File: src/design/lac_pkg.sv
// lac_pkg: shared codes and the class-to-lane route table for the lane admission controller
// no dependencies

package lac_pkg;

    // operation codes
    localparam logic [1:0] FN_ADMIT   = 2'd0;
    localparam logic [1:0] FN_CHECK   = 2'd1;
    localparam logic [1:0] FN_RELEASE = 2'd2;
    localparam logic [1:0] FN_CANCEL  = 2'd3;

    // result status codes
    localparam logic [2:0] ST_ADMITTED  = 3'd0;
    localparam logic [2:0] ST_INVALID   = 3'd1;
    localparam logic [2:0] ST_WRONG_LN  = 3'd2;
    localparam logic [2:0] ST_STALE     = 3'd3;
    localparam logic [2:0] ST_EXPIRED   = 3'd4;
    localparam logic [2:0] ST_FULL      = 3'd5;
    localparam logic [2:0] ST_UNDERFLOW = 3'd6;

    // envelope kinds and dispositions
    localparam logic       KIND_COMMAND  = 1'b0;
    localparam logic       KIND_RESULT   = 1'b1;
    localparam logic [1:0] DISP_ACCEPTED = 2'd0;

    // configuration register indexes
    localparam logic CFG_LANE_CAPS   = 1'b0;
    localparam logic CFG_MAX_PAYLOAD = 1'b1;

    localparam logic [31:0] MAX_PAYLOAD_RESET = 32'd4096;

    // route targets, five bits so that no route never matches a lane
    localparam logic [4:0] RESULT_LANE = 5'd2;
    localparam logic [4:0] NO_ROUTE    = 5'd16;

    function automatic logic [4:0] class_route(input logic [3:0] cls);
        logic [4:0] rt;
        case (cls)
            4'd0, 4'd1, 4'd2, 4'd3, 4'd4, 4'd5: rt = {1'b0, cls};
            4'd6, 4'd7:                        rt = 5'd6;
            4'd8:                              rt = 5'd7;
            default:                           rt = NO_ROUTE;
        endcase
        return rt;
    endfunction

endpackage

File: src/design/lane_admission_controller_top.sv
// lane_admission_controller_top: admission control over task lanes and work classes
// depends on lac_pkg
// Each accepted word is one request (admit, check, release or cancel) and yields exactly one
// result word. In the accept cycle the lane occupancy memory and the class floor memory are
// read at the item's lane and class into registers; the checks then run on the read data,
// and when the item completes the updated entry is written back while the result is loaded
// into the output register. The input stalls while an item is in flight, so a new item is
// taken only after the last one has completed. The output register lets the next item be
// taken while a result waits; a stalled output holds the item in flight until the result
// register frees up. Both memories clear at reset through per-entry valid bits, so no
// clearing pass is needed. Configuration (lane capacities, largest payload) is written
// through its own valid/ready port, which is always ready, and must only change while the
// block is idle.

module lane_admission_controller_top #(
    parameter int LANE_COUNT  = 8,
    parameter int CLASS_COUNT = 9
) (
    input  logic        i_clk,
    input  logic        i_rst_n,

    // configuration write port
    input  logic        i_cfg_valid,
    output logic        o_cfg_ready,
    input  logic        i_cfg_index,
    input  logic [63:0] i_cfg_data,

    // request channel
    input  logic        i_in_valid,
    output logic        o_in_stall,
    input  logic [1:0]  i_func,
    input  logic [3:0]  i_lane,
    input  logic [3:0]  i_job_class,
    input  logic        i_envelope_kind,
    input  logic [1:0]  i_disposition,
    input  logic [63:0] i_generation,
    input  logic [31:0] i_req_tag,
    input  logic [31:0] i_pay_size,
    input  logic [31:0] i_due_time,
    input  logic [31:0] i_now_ms,

    // result channel
    output logic        o_out_valid,
    input  logic        i_out_stall,
    output logic [2:0]  o_status,
    output logic [7:0]  o_lane_used,
    output logic [63:0] o_class_floor
);

    import lac_pkg::*;

    // address widths of the two memories
    localparam int LW = (LANE_COUNT  > 1) ? $clog2(LANE_COUNT)  : 1;
    localparam int CW = (CLASS_COUNT > 1) ? $clog2(CLASS_COUNT) : 1;

    // limits for the range checks on the four-bit lane and class fields
    localparam logic [4:0] LANE_LIM  = 5'(LANE_COUNT);
    localparam logic [4:0] CLASS_LIM = 5'(CLASS_COUNT);

    // ------------------------------------------------------------------
    // configuration registers
    // ------------------------------------------------------------------
    logic [63:0] r_lane_caps;
    logic [31:0] r_max_payload;

    assign o_cfg_ready = 1'b1;

    always_ff @(posedge i_clk) begin
        if (!i_rst_n) begin
            r_lane_caps   <= '0;
            r_max_payload <= MAX_PAYLOAD_RESET;
        end else if (i_cfg_valid && o_cfg_ready) begin
            unique case (i_cfg_index)
                CFG_LANE_CAPS:   r_lane_caps   <= i_cfg_data;
                CFG_MAX_PAYLOAD: r_max_payload <= i_cfg_data[31:0];
                default:         ;
            endcase
        end
    end

    // ------------------------------------------------------------------
    // handshake and item register
    // ------------------------------------------------------------------
    logic r_busy;        // an item is in flight, from accept until it completes
    logic r_out_valid;
    logic in_acc;
    logic complete;      // item finishes: result loaded, write-back done

    assign o_in_stall = r_busy;
    assign in_acc     = i_in_valid && !o_in_stall;
    assign complete   = r_busy && (!r_out_valid || !i_out_stall);

    logic [1:0]  r_func;
    logic [3:0]  r_lane;
    logic [3:0]  r_class;
    logic        r_kind;
    logic [1:0]  r_disp;
    logic [63:0] r_gen;
    logic [31:0] r_rid;
    logic [31:0] r_pay;
    logic [31:0] r_deadline;
    logic [31:0] r_now;

    always_ff @(posedge i_clk) begin
        if (!i_rst_n) begin
            r_busy <= 1'b0;
        end else if (in_acc) begin
            r_busy <= 1'b1;
        end else if (complete) begin
            r_busy <= 1'b0;
        end
    end

    // item payload, no reset needed
    always_ff @(posedge i_clk) begin
        if (in_acc) begin
            r_func     <= i_func;
            r_lane     <= i_lane;
            r_class    <= i_job_class;
            r_kind     <= i_envelope_kind;
            r_disp     <= i_disposition;
            r_gen      <= i_generation;
            r_rid      <= i_req_tag;
            r_pay      <= i_pay_size;
            r_deadline <= i_due_time;
            r_now      <= i_now_ms;
        end
    end

    // ------------------------------------------------------------------
    // state memories: lane occupancy and class generation floor
    // entries without their valid bit read as zero
    // ------------------------------------------------------------------
    logic [7:0]             occ_mem [LANE_COUNT];
    logic [63:0]            flr_mem [CLASS_COUNT];
    logic [LANE_COUNT-1:0]  r_occ_vld;
    logic [CLASS_COUNT-1:0] r_flr_vld;

    logic [7:0]  r_occ_rd;
    logic        r_occ_rd_vld;
    logic [63:0] r_flr_rd;
    logic        r_flr_rd_vld;

    logic        in_lane_ok;
    logic        in_class_ok;

    assign in_lane_ok  = {1'b0, i_lane}      < LANE_LIM;
    assign in_class_ok = {1'b0, i_job_class} < CLASS_LIM;

    // read port: issued in the accept cycle, data registered
    always_ff @(posedge i_clk) begin
        if (in_acc) begin
            if (in_lane_ok) begin
                r_occ_rd <= occ_mem[i_lane[LW-1:0]];
            end
            if (in_class_ok) begin
                r_flr_rd <= flr_mem[i_job_class[CW-1:0]];
            end
        end
    end

    always_ff @(posedge i_clk) begin
        if (!i_rst_n) begin
            r_occ_rd_vld <= 1'b0;
            r_flr_rd_vld <= 1'b0;
        end else if (in_acc) begin
            r_occ_rd_vld <= in_lane_ok  && r_occ_vld[i_lane[LW-1:0]];
            r_flr_rd_vld <= in_class_ok && r_flr_vld[i_job_class[CW-1:0]];
        end
    end

    // ------------------------------------------------------------------
    // checks and update, on the registered read data, held until the item completes
    // ------------------------------------------------------------------
    logic        lane_ok;
    logic        class_ok;
    logic [7:0]  occ_cur;
    logic [63:0] flr_cur;
    logic [7:0]  lane_cap;
    logic [4:0]  route;
    logic [31:0] dl_diff;
    logic        bad_envelope;
    logic [2:0]  chk_status;

    logic [2:0]  n_status;
    logic [7:0]  n_occ;
    logic [63:0] n_flr;
    logic        occ_we;
    logic        flr_we;

    assign lane_ok  = {1'b0, r_lane}  < LANE_LIM;
    assign class_ok = {1'b0, r_class} < CLASS_LIM;
    assign occ_cur  = r_occ_rd_vld ? r_occ_rd : 8'd0;
    assign flr_cur  = r_flr_rd_vld ? r_flr_rd : 64'd0;

    // lanes beyond the eight packed capacities have none
    assign lane_cap = r_lane[3] ? 8'd0 : r_lane_caps[{r_lane[2:0], 3'b000} +: 8];

    assign route   = (r_kind == KIND_RESULT) ? RESULT_LANE : class_route(r_class);
    assign dl_diff = r_now - r_deadline;

    assign bad_envelope = !lane_ok || !class_ok || (r_gen == 64'd0) || (r_rid == 32'd0)
                       || (r_pay > r_max_payload)
                       || ((r_kind == KIND_COMMAND) && (r_disp != DISP_ACCEPTED))
                       || ((r_kind == KIND_RESULT)  && (r_disp == DISP_ACCEPTED));

    // validation in priority order; deadline is a signed compare across wrap
    always_comb begin
        if (bad_envelope) begin
            chk_status = ST_INVALID;
        end else if (route != {1'b0, r_lane}) begin
            chk_status = ST_WRONG_LN;
        end else if (r_gen < flr_cur) begin
            chk_status = ST_STALE;
        end else if ((r_deadline != 32'd0) && !dl_diff[31]) begin
            chk_status = ST_EXPIRED;
        end else begin
            chk_status = ST_ADMITTED;
        end
    end

    always_comb begin
        n_status = ST_ADMITTED;
        n_occ    = occ_cur;
        n_flr    = flr_cur;
        occ_we   = 1'b0;
        flr_we   = 1'b0;
        unique case (r_func)
            FN_ADMIT: begin
                n_status = chk_status;
                if (chk_status == ST_ADMITTED) begin
                    // a zero capacity makes the lane permanently full
                    if ((lane_cap == 8'd0) || (occ_cur >= lane_cap)) begin
                        n_status = ST_FULL;
                    end else begin
                        n_occ  = occ_cur + 8'd1;
                        occ_we = 1'b1;
                    end
                end
            end
            FN_CHECK: begin
                n_status = chk_status;
            end
            FN_RELEASE: begin
                if (!lane_ok) begin
                    n_status = ST_WRONG_LN;
                end else if (occ_cur == 8'd0) begin
                    n_status = ST_UNDERFLOW;
                end else begin
                    n_occ  = occ_cur - 8'd1;
                    occ_we = 1'b1;
                end
            end
            FN_CANCEL: begin
                // the floor only ever rises
                if (!class_ok || (r_gen == 64'd0)) begin
                    n_status = ST_INVALID;
                end else if (r_gen > flr_cur) begin
                    n_flr  = r_gen;
                    flr_we = 1'b1;
                end
            end
            default: ;
        endcase
    end

    // write port: one write per memory at completion
    always_ff @(posedge i_clk) begin
        if (complete && occ_we) begin
            occ_mem[r_lane[LW-1:0]] <= n_occ;
        end
        if (complete && flr_we) begin
            flr_mem[r_class[CW-1:0]] <= n_flr;
        end
    end

    always_ff @(posedge i_clk) begin
        if (!i_rst_n) begin
            r_occ_vld <= '0;
            r_flr_vld <= '0;
        end else if (complete) begin
            if (occ_we) begin
                r_occ_vld[r_lane[LW-1:0]] <= 1'b1;
            end
            if (flr_we) begin
                r_flr_vld[r_class[CW-1:0]] <= 1'b1;
            end
        end
    end

    // ------------------------------------------------------------------
    // output register
    // ------------------------------------------------------------------
    logic [2:0]  r_status;
    logic [7:0]  r_lane_used;
    logic [63:0] r_class_floor;

    always_ff @(posedge i_clk) begin
        if (!i_rst_n) begin
            r_out_valid <= 1'b0;
        end else if (complete) begin
            r_out_valid <= 1'b1;
        end else if (!i_out_stall) begin
            r_out_valid <= 1'b0;
        end
    end

    always_ff @(posedge i_clk) begin
        if (complete) begin
            r_status      <= n_status;
            r_lane_used   <= lane_ok  ? n_occ : 8'd0;
            r_class_floor <= class_ok ? n_flr : 64'd0;
        end
    end

    assign o_out_valid   = r_out_valid;
    assign o_status      = r_status;
    assign o_lane_used   = r_lane_used;
    assign o_class_floor = r_class_floor;

    // ------------------------------------------------------------------
    // assertions
    // ------------------------------------------------------------------
    // an accepted word holds off the next one while its read is in flight
    a_busy_after_accept: assert property (@(posedge i_clk) disable iff (!i_rst_n)
        in_acc |=> o_in_stall)
        else $error("accepted word did not stall the input");

    // every completed item shows up on the output
    a_result_loaded: assert property (@(posedge i_clk) disable iff (!i_rst_n)
        complete |=> o_out_valid)
        else $error("completed item produced no result");

    // admission never pushes a lane past its capacity
    a_occ_within_cap: assert property (@(posedge i_clk) disable iff (!i_rst_n)
        (complete && occ_we && (r_func == FN_ADMIT)) |-> (n_occ <= lane_cap && n_occ != 8'd0))
        else $error("lane occupancy exceeded capacity");

    // release never wraps an empty lane
    a_no_underflow: assert property (@(posedge i_clk) disable iff (!i_rst_n)
        (complete && occ_we && (r_func == FN_RELEASE)) |-> (occ_cur != 8'd0))
        else $error("lane occupancy underflow");

    // class floors are monotonic
    a_floor_rises: assert property (@(posedge i_clk) disable iff (!i_rst_n)
        (complete && flr_we) |-> (n_flr > flr_cur))
        else $error("class floor decreased");

endmodule

File: config.mk
export PLATFORM = sky130hd
export DESIGN_NAME = lane_admission_controller_top
export DESIGN_NICKNAME = d
export VERILOG_FILES = /design/src/design/lac_pkg.sv /design/src/design/lane_admission_controller_top.sv
export SDC_FILE = /design/constraint.sdc
export NUM_CORES = 1
export LEC_CHECK = 0
export ABC_CLOCK_PERIOD_IN_PS = 37600
export BUFFER_PORTS_ARGS = -buffer_cell sky130_fd_sc_hd__buf_4
export CAP_MARGIN = 20
export CORE_UTILIZATION = 55
export DETAILED_ROUTE_END_ITERATION = 16
export PLACE_DENSITY = 0.78
export SKIP_CTS_REPAIR_TIMING = 1
export SLEW_MARGIN = 20
export SYNTH_ARGS = -nofsm -noshare
export SYNTH_HDL_FRONTEND = slang
export SYNTH_SLANG_ARGS = --single-unit
File: constraint.sdc
create_clock -name i_clk -period 37.6 [get_ports i_clk]
set_input_delay 9.4 -clock i_clk [delete_from_list [all_inputs] [get_ports i_clk]]
set_output_delay 9.4 -clock i_clk [all_outputs]
set_load 0.02 [all_outputs]
== Word level (Yosys, flattened, before mapping) ==
Memory sizes are Yosys's and may differ from the RTL's. A register that Yosys moved wholly into a read port is not among the register bits.
Index checks and enable logic that the tools add are counted.
Word-level totals
  output and inout port bits: 78
  bits in latches: 0
  memory bits (writable): 640
  memory bits (read-only): 0
  register bits: 397
  memories: 2
  logic and storage cells: 150
  bits of input ports: 275
Cells by class
  $mul: 0
  muxes and demuxes: 47
  reduce and logical (&&, ||, !) cells: 45
  divide/modulo/power cells: 0
  order comparisons: 14
  bitwise gates (word level): 4
  shift-type cells: 1
  add/subtract/negate cells: 3
  equality and inequality tests: 13
Memory list
  flr_mem: words 9, bits a word 64, rd ports 1, clocked after Yosys merged registers in 1, write ports 1, line lane_admission_controller_top.sv:135  | logic [63:0] flr_mem [CLASS_COUNT];
  occ_mem: words 8, bits a word 8, rd ports 1, clocked after Yosys merged registers in 1, write ports 1, line lane_admission_controller_top.sv:134  | logic [7:0] occ_mem [LANE_COUNT];
Operators with widths (number)
  two-way mux 64 bit: 4
  > comparator 64 bit: 1
  zero test 64 bit: 1
  < comparator 64 bit: 1
  variable part select 64 x 7 -> 8 bit: 1
  two-way mux 8 bit: 6
  > comparator 32 bit: 1
  zero test 32 bit: 1
  nonzero test 32 bit: 1
  subtractor 32 bit: 1
  two-way mux 3 bit: 8
  two-way mux 1 bit: 20
  == test 4 x 3 -> 1 bit, second input constant: 4
  zero test 8 bit: 2
  < comparator 4 bit, second input constant: 4
  one-hot mux 8 bit (2 select lines): 1
  one-hot mux 5 bit (3 select lines): 1
  one-hot mux 3 bit (4 select lines): 1
  AND reduction 2 bit: 6
  logical AND 1 bit: 11
  < comparator 4 x 5 -> 1 bit, second input constant: 2
  logical OR 1 bit: 9
  bitwise OR 9 bit: 1
  adder 8 x 1 -> 8 bit, second input constant: 1
  other kinds (27): 38

== Depth between registers and ports, before layout ==
  depth in word-level cells: 15
  gate-level depth with buffers: 18
  depth with buffers taken out: 14

== Worst setup path after synthesis ==
OpenSTA, ideal clock, no wires.
  path kind: input -> register
  from: in i_out_stall
  to: mem flr_mem[4][0] (enable)
  stages: 6
  data arrival time: 18.776 ns
  data required time: 36.934 ns
  buffers on the path: 1
  path slack: 18.158 ns
  library setup time: 0.666 ns
  cells stage by stage: nand2_1 > nand2_1 > inv_1 > clkbuf_1 > nand2_1 > nor4b_1
Between the ends
  word-level cells in the longest chain between the ends: 6
Ends and longest elaborated chain
  start, declared: line lane_admission_controller_top.sv:44  | input logic i_out_stall,
  zero test 1 bit
  logical OR 1 bit: line lane_admission_controller_top.sv:91  | assign complete = r_busy && (!r_out_valid || !i_out_stall);
  logical AND 1 bit: line lane_admission_controller_top.sv:91
  via complete: line lane_admission_controller_top.sv:87  | logic complete;
  logical AND 1 bit: line lane_admission_controller_top.sv:272  | if (complete && flr_we) begin
  two-way mux 1 bit: line lane_admission_controller_top.sv:272
  two-way mux 1 bit (not written as such): line lane_admission_controller_top.sv:273  | flr_mem[r_class[CW-1:0]] <= n_flr;
  end, declared: line lane_admission_controller_top.sv:135
The timed path passes the listed nets, and every way through them passes these cells.

== Worst setup path after layout ==
  from: in i_out_stall
  to: mem flr_mem[7][11] (enable)
Between the ends
  word-level cells in the longest chain between the ends: 6
Ends and longest elaborated chain (line)
  zero test 1 bit
  logical OR 1 bit: lane_admission_controller_top.sv:91
  logical AND 1 bit: lane_admission_controller_top.sv:91
  logical AND 1 bit: lane_admission_controller_top.sv:272
  two-way mux 1 bit: lane_admission_controller_top.sv:272
  two-way mux 1 bit (not written as such): lane_admission_controller_top.sv:273
Every way passes these cells.

==> impl_metrics.py <==
metrics = {
    "run_status": {
        "status": "completed",
    },
    "worst_setup_path": {
        "cp_slowest_stage_delay_ns": 0.77,
        "critPathLaunchType": "input port",
        "crit_chain": "buf_4 -> nand2_1 -> nand2_1 -> inv_4 -> nand4_1 -> nor2_4 -> buf_4",
        "crit_buf_inv": 3,
        "crit_path_top_delay_cell": "buf_4",
        "worstSetupEndpointType": "register",
        "worstPathMaxFanout": 45,
        "worstSetupPathType": "input port to register",
        "crit_required_ns": 37.90,
        "critical_path_arrival_ns": 12.44,
        "path_delay_family": "simple AND/OR/NAND/NOR gates",
    },
    "synth": {
        "synth_top_area_share_pct": 64.9,
        "yosysWarnings": 0,
        "yosysTopAreaCell": "edfxtp_1",
        "netlist_instances": 3001,
        "synth_async_sr_flop_share_pct": 0,
        "synth_cell_types": 81,
        "synth_seq_area_share_pct": 70.0,
        "ys.flop_type": "edfxtp_1",
        "syn_nets": 3413,
        "syn_area_per_cell_um2": 15.3,
        "synth-seq-cells": 1109,
        "synth.area.top_cells": "edfxtp_1, mux4_2, dfxtp_1",
        "synth_edf_count": 992,
        "synth_area_mm2": 0.0459,
    },
    "global_routing": {
        "grt_pass1_vias": 27085,
        "antenna_found_initial": 3,
        "grt_pass1_wl_mm": 164,
        "grt_usage_pct": 26.0,
        "grt-ovfl-total": 0,
        "grt_max_degree": 137,
    },
    "clock_network": {
        "tritoncts": "yes",
        "cts_num_sinks": 1109,
        "cts_inserted_buffers": 108,
        "cts_max_level": 3,
        "clkTransAtPathRegs_ns": 0.06,
        "cts_buffer_depth": 3,
        "cts-root-buf": "clkbuf_16",
        "clk_latency_ns": 0.70,
    },
    "timing": {
        "final-setup-viol-count": 0,
        "fin_crit_ns": 12.14,
        "rsz0062_at_grt": "false",
        "worst_slack_ns": 25.46,
        "skew_ns": 0.0298,
        "hold_violations": 0,
        "tns_ns": 0,
        "slew_violations": 0,
        "relSlewSlack_pct": 23.1,
        "tightest_slew_ns": 1.15,
        "fin_crit_sh_pct": 32.3,
        "clock.fmax_mhz": 82.3,
    },
    "detailed_routing": {
        "vias_per_cell": 6.05,
        "dr_total_vias": 27326,
        "drt_iter0_markers": 2736,
        "routed_wl_mm": 110,
        "post-route-drc-count": 0,
        "drtPass1Iterations": 6,
        "post_drt_wl_per_cell_um": 24.4,
        "ant_nets": 0,
    },
    "final_layout": {
        "syn_to_final_growth_pct": 15.9,
        "nets": 3767,
        "drive_gt1_share_pct": 23.3,
        "final_area_mm2": 0.0532,
        "final_cells": 4518,
        "multi_input_area_mm2": 0.0129,
        "n_fill_cell": 5632,
        "regArea_mm2": 0.0321,
    },
    "power": {
        "p_comb_share_pct": 6.3,
        "p_sw_uw": 571,
        "ir_drop_uv": 66.4,
        "p_seq_share_pct": 53.1,
        "switching_share_pct": 21.8,
        "power_frac_clock_pct": 40.6,
        "p_int_mw": 2.05,
        "power_leakage_nw": 18.0,
        "powerDensity_mw_per_mm2": 49.3,
    },
    "place": {
        "dp.cells": 4312,
        "port_buffers": 351,
        "hpwl_mm": 69.2,
        "postPlaceCellArea_mm2": 0.0496,
        "globalplace.congestion": 0.907,
        "dp_worst_setup_slack_ns": 24.79,
    },
    "die": {
        "die_h_um": 291,
        "core_area_mm2": 0.0824,
        "start_util_pct": 55.7,
        "io-pin-count": 353,
        "die_width_um": 291,
        "die-area_mm2": 0.0846,
        "rows": 105,
    },
    "run": {
        "max-cap-violations": 0,
    },
    "min_path": {
        "hold_path_class": "register to register",
    },
}
## cells in the mapped netlist, types with 9 or more instances
cell type  number
mux2i_1        75
buf_6           9
a221oi_1       11
a21boi_0       98
nor2_1         45
ha_1          137
nor4_1         46
a31oi_1        13
buf_1          25
nand2_1       535
or2_1          14
nor3_1         11
mux4_2        150
nor2b_1        14
a21o_1         14
nand4_1        33
dfxtp_1       117
o211ai_1        9
edfxtp_1      992
a21oi_1       126
mux2_2         17
inv_1          79
nand2b_1       11
o21ai_0       101
or2_2          52
clkbuf_1      100
nand3_1        25
## per-stage QoR
stage / power, mW / hold WS [ns] / util [%]
2_1_floorplan: 1.51 / 0.420 / -
3_3_place_gp: 1.58 / 0.433 / 60.2
3_5_place_dp: 1.58 / 0.443 / 60.2
4_1_cts: 2.63 / 0.456 / 64.5
5_1_grt: 2.70 / 0.479 / 64.6
6_report: 2.62 / 0.456 / 64.6
## tightest hold or removal path, cell delays in order, from the launching register on
cell and delay [ns]:
dfxtp_1 0.32, nand2_1 0.04, o21ai_0 0.06
## path summary, 6_finish.rpt
| kind | startpoint | endpoint | slack [ns] | cells after the start |
|---|---|---|---|---|
| max | i_out_stall | flr_mem[7][11] | 25.46 | 7 |
| min | r_flr_vld[5] | r_flr_vld[5] | 0.46 | 2 |
| max reg2reg | r_flr_rd_vld | flr_mem[7][11] | 31.20 | 13 |
| min reg2reg | r_flr_vld[5] | r_flr_vld[5] | 0.46 | 2 |
## flip-flops by register name, indices dropped and copies added, names as in the netlist, 64 cells and up
signal / cells
flr_mem: 576
o_class_floor: 64
occ_mem: 64
r_flr_rd: 64
r_gen: 64
r_lane_caps: 64
## final cells by class
| cell class | instances | area share (%) |
|---|---|---|
| well taps | 1070 | 2.52 |
| clock inverters | 61 | 1.09 |
| inverters | 82 | 0.597 |
| flip-flops and latches | 1109 | 60.4 |
| clock buffers | 138 | 5.48 |
| repair buffers | 390 | 5.61 |
| diodes | 4 | 0.0188 |
| multi-input cells | 1664 | 24.3 |
## layout by cell type (no fill, tap or decap), types with 9 or more instances in the layout
master / n
clkinv_2: 16
clkinv_1: 29
mux4_2: 150
ha_1: 137
or2_1: 14
nand2_1: 535
mux2_2: 17
nand3_1: 25
or2_2: 52
buf_4: 384
o211ai_1: 9
nor2_1: 40
a21o_1: 14
nand2b_1: 10
inv_1: 77
edfxtp_1: 992
mux2i_1: 75
nand4_1: 33
a21boi_0: 98
nor4_1: 44
o21ai_0: 101
clkbuf_1: 21
a21oi_1: 125
clkbuf_16: 110
nor3_1: 11
nor2b_1: 13
dfxtp_1: 116
bufinv_16: 9
a31oi_1: 13
a221oi_1: 11
## metal layers
layer / vias up / global-route usage, % / wire length (um)
li1: 12163 / - / -
met1: 13549 / 35.5 / 42600
met2: 1367 / 41.8 / 53500
met3: 247 / 4.38 / 9780
met4: 0 / 10.8 / 4240
met5: - / 0 / 0
## kinds of logic (layout without fill, tap and decap cells)
group | count (synthesis) | after routing | share of synthesized area, %
flip-flops | 1109 | 1109 | 70.0
AO/OA/AOI/OAI | 434 | 434 | 6.11
XOR/XNOR | 6 | 6 | 0.131
multiplexers | 242 | 242 | 9.41
buffers and inverters | 228 | 671 | 2.07
other | 1 | 5 | 0.00817
adder cells (fa/ha/maj) | 137 | 137 | 3.74
AND/OR/NAND/NOR | 844 | 844 | 8.52
## power groups by stage
stage | logic [mW] | clock network (mW) | registers, mW
6_report | 0.164 | 1.06 | 1.39
5_1_grt | 0.178 | 1.12 | 1.39
4_1_cts | 0.163 | 1.08 | 1.39
3_5_place_dp | 0.162 | 0 | 1.42
3_3_place_gp | 0.158 | 0 | 1.42
2_1_floorplan | 0.0917 | 0 | 1.42
Note: power is estimated with default switching activity, not from simulation.
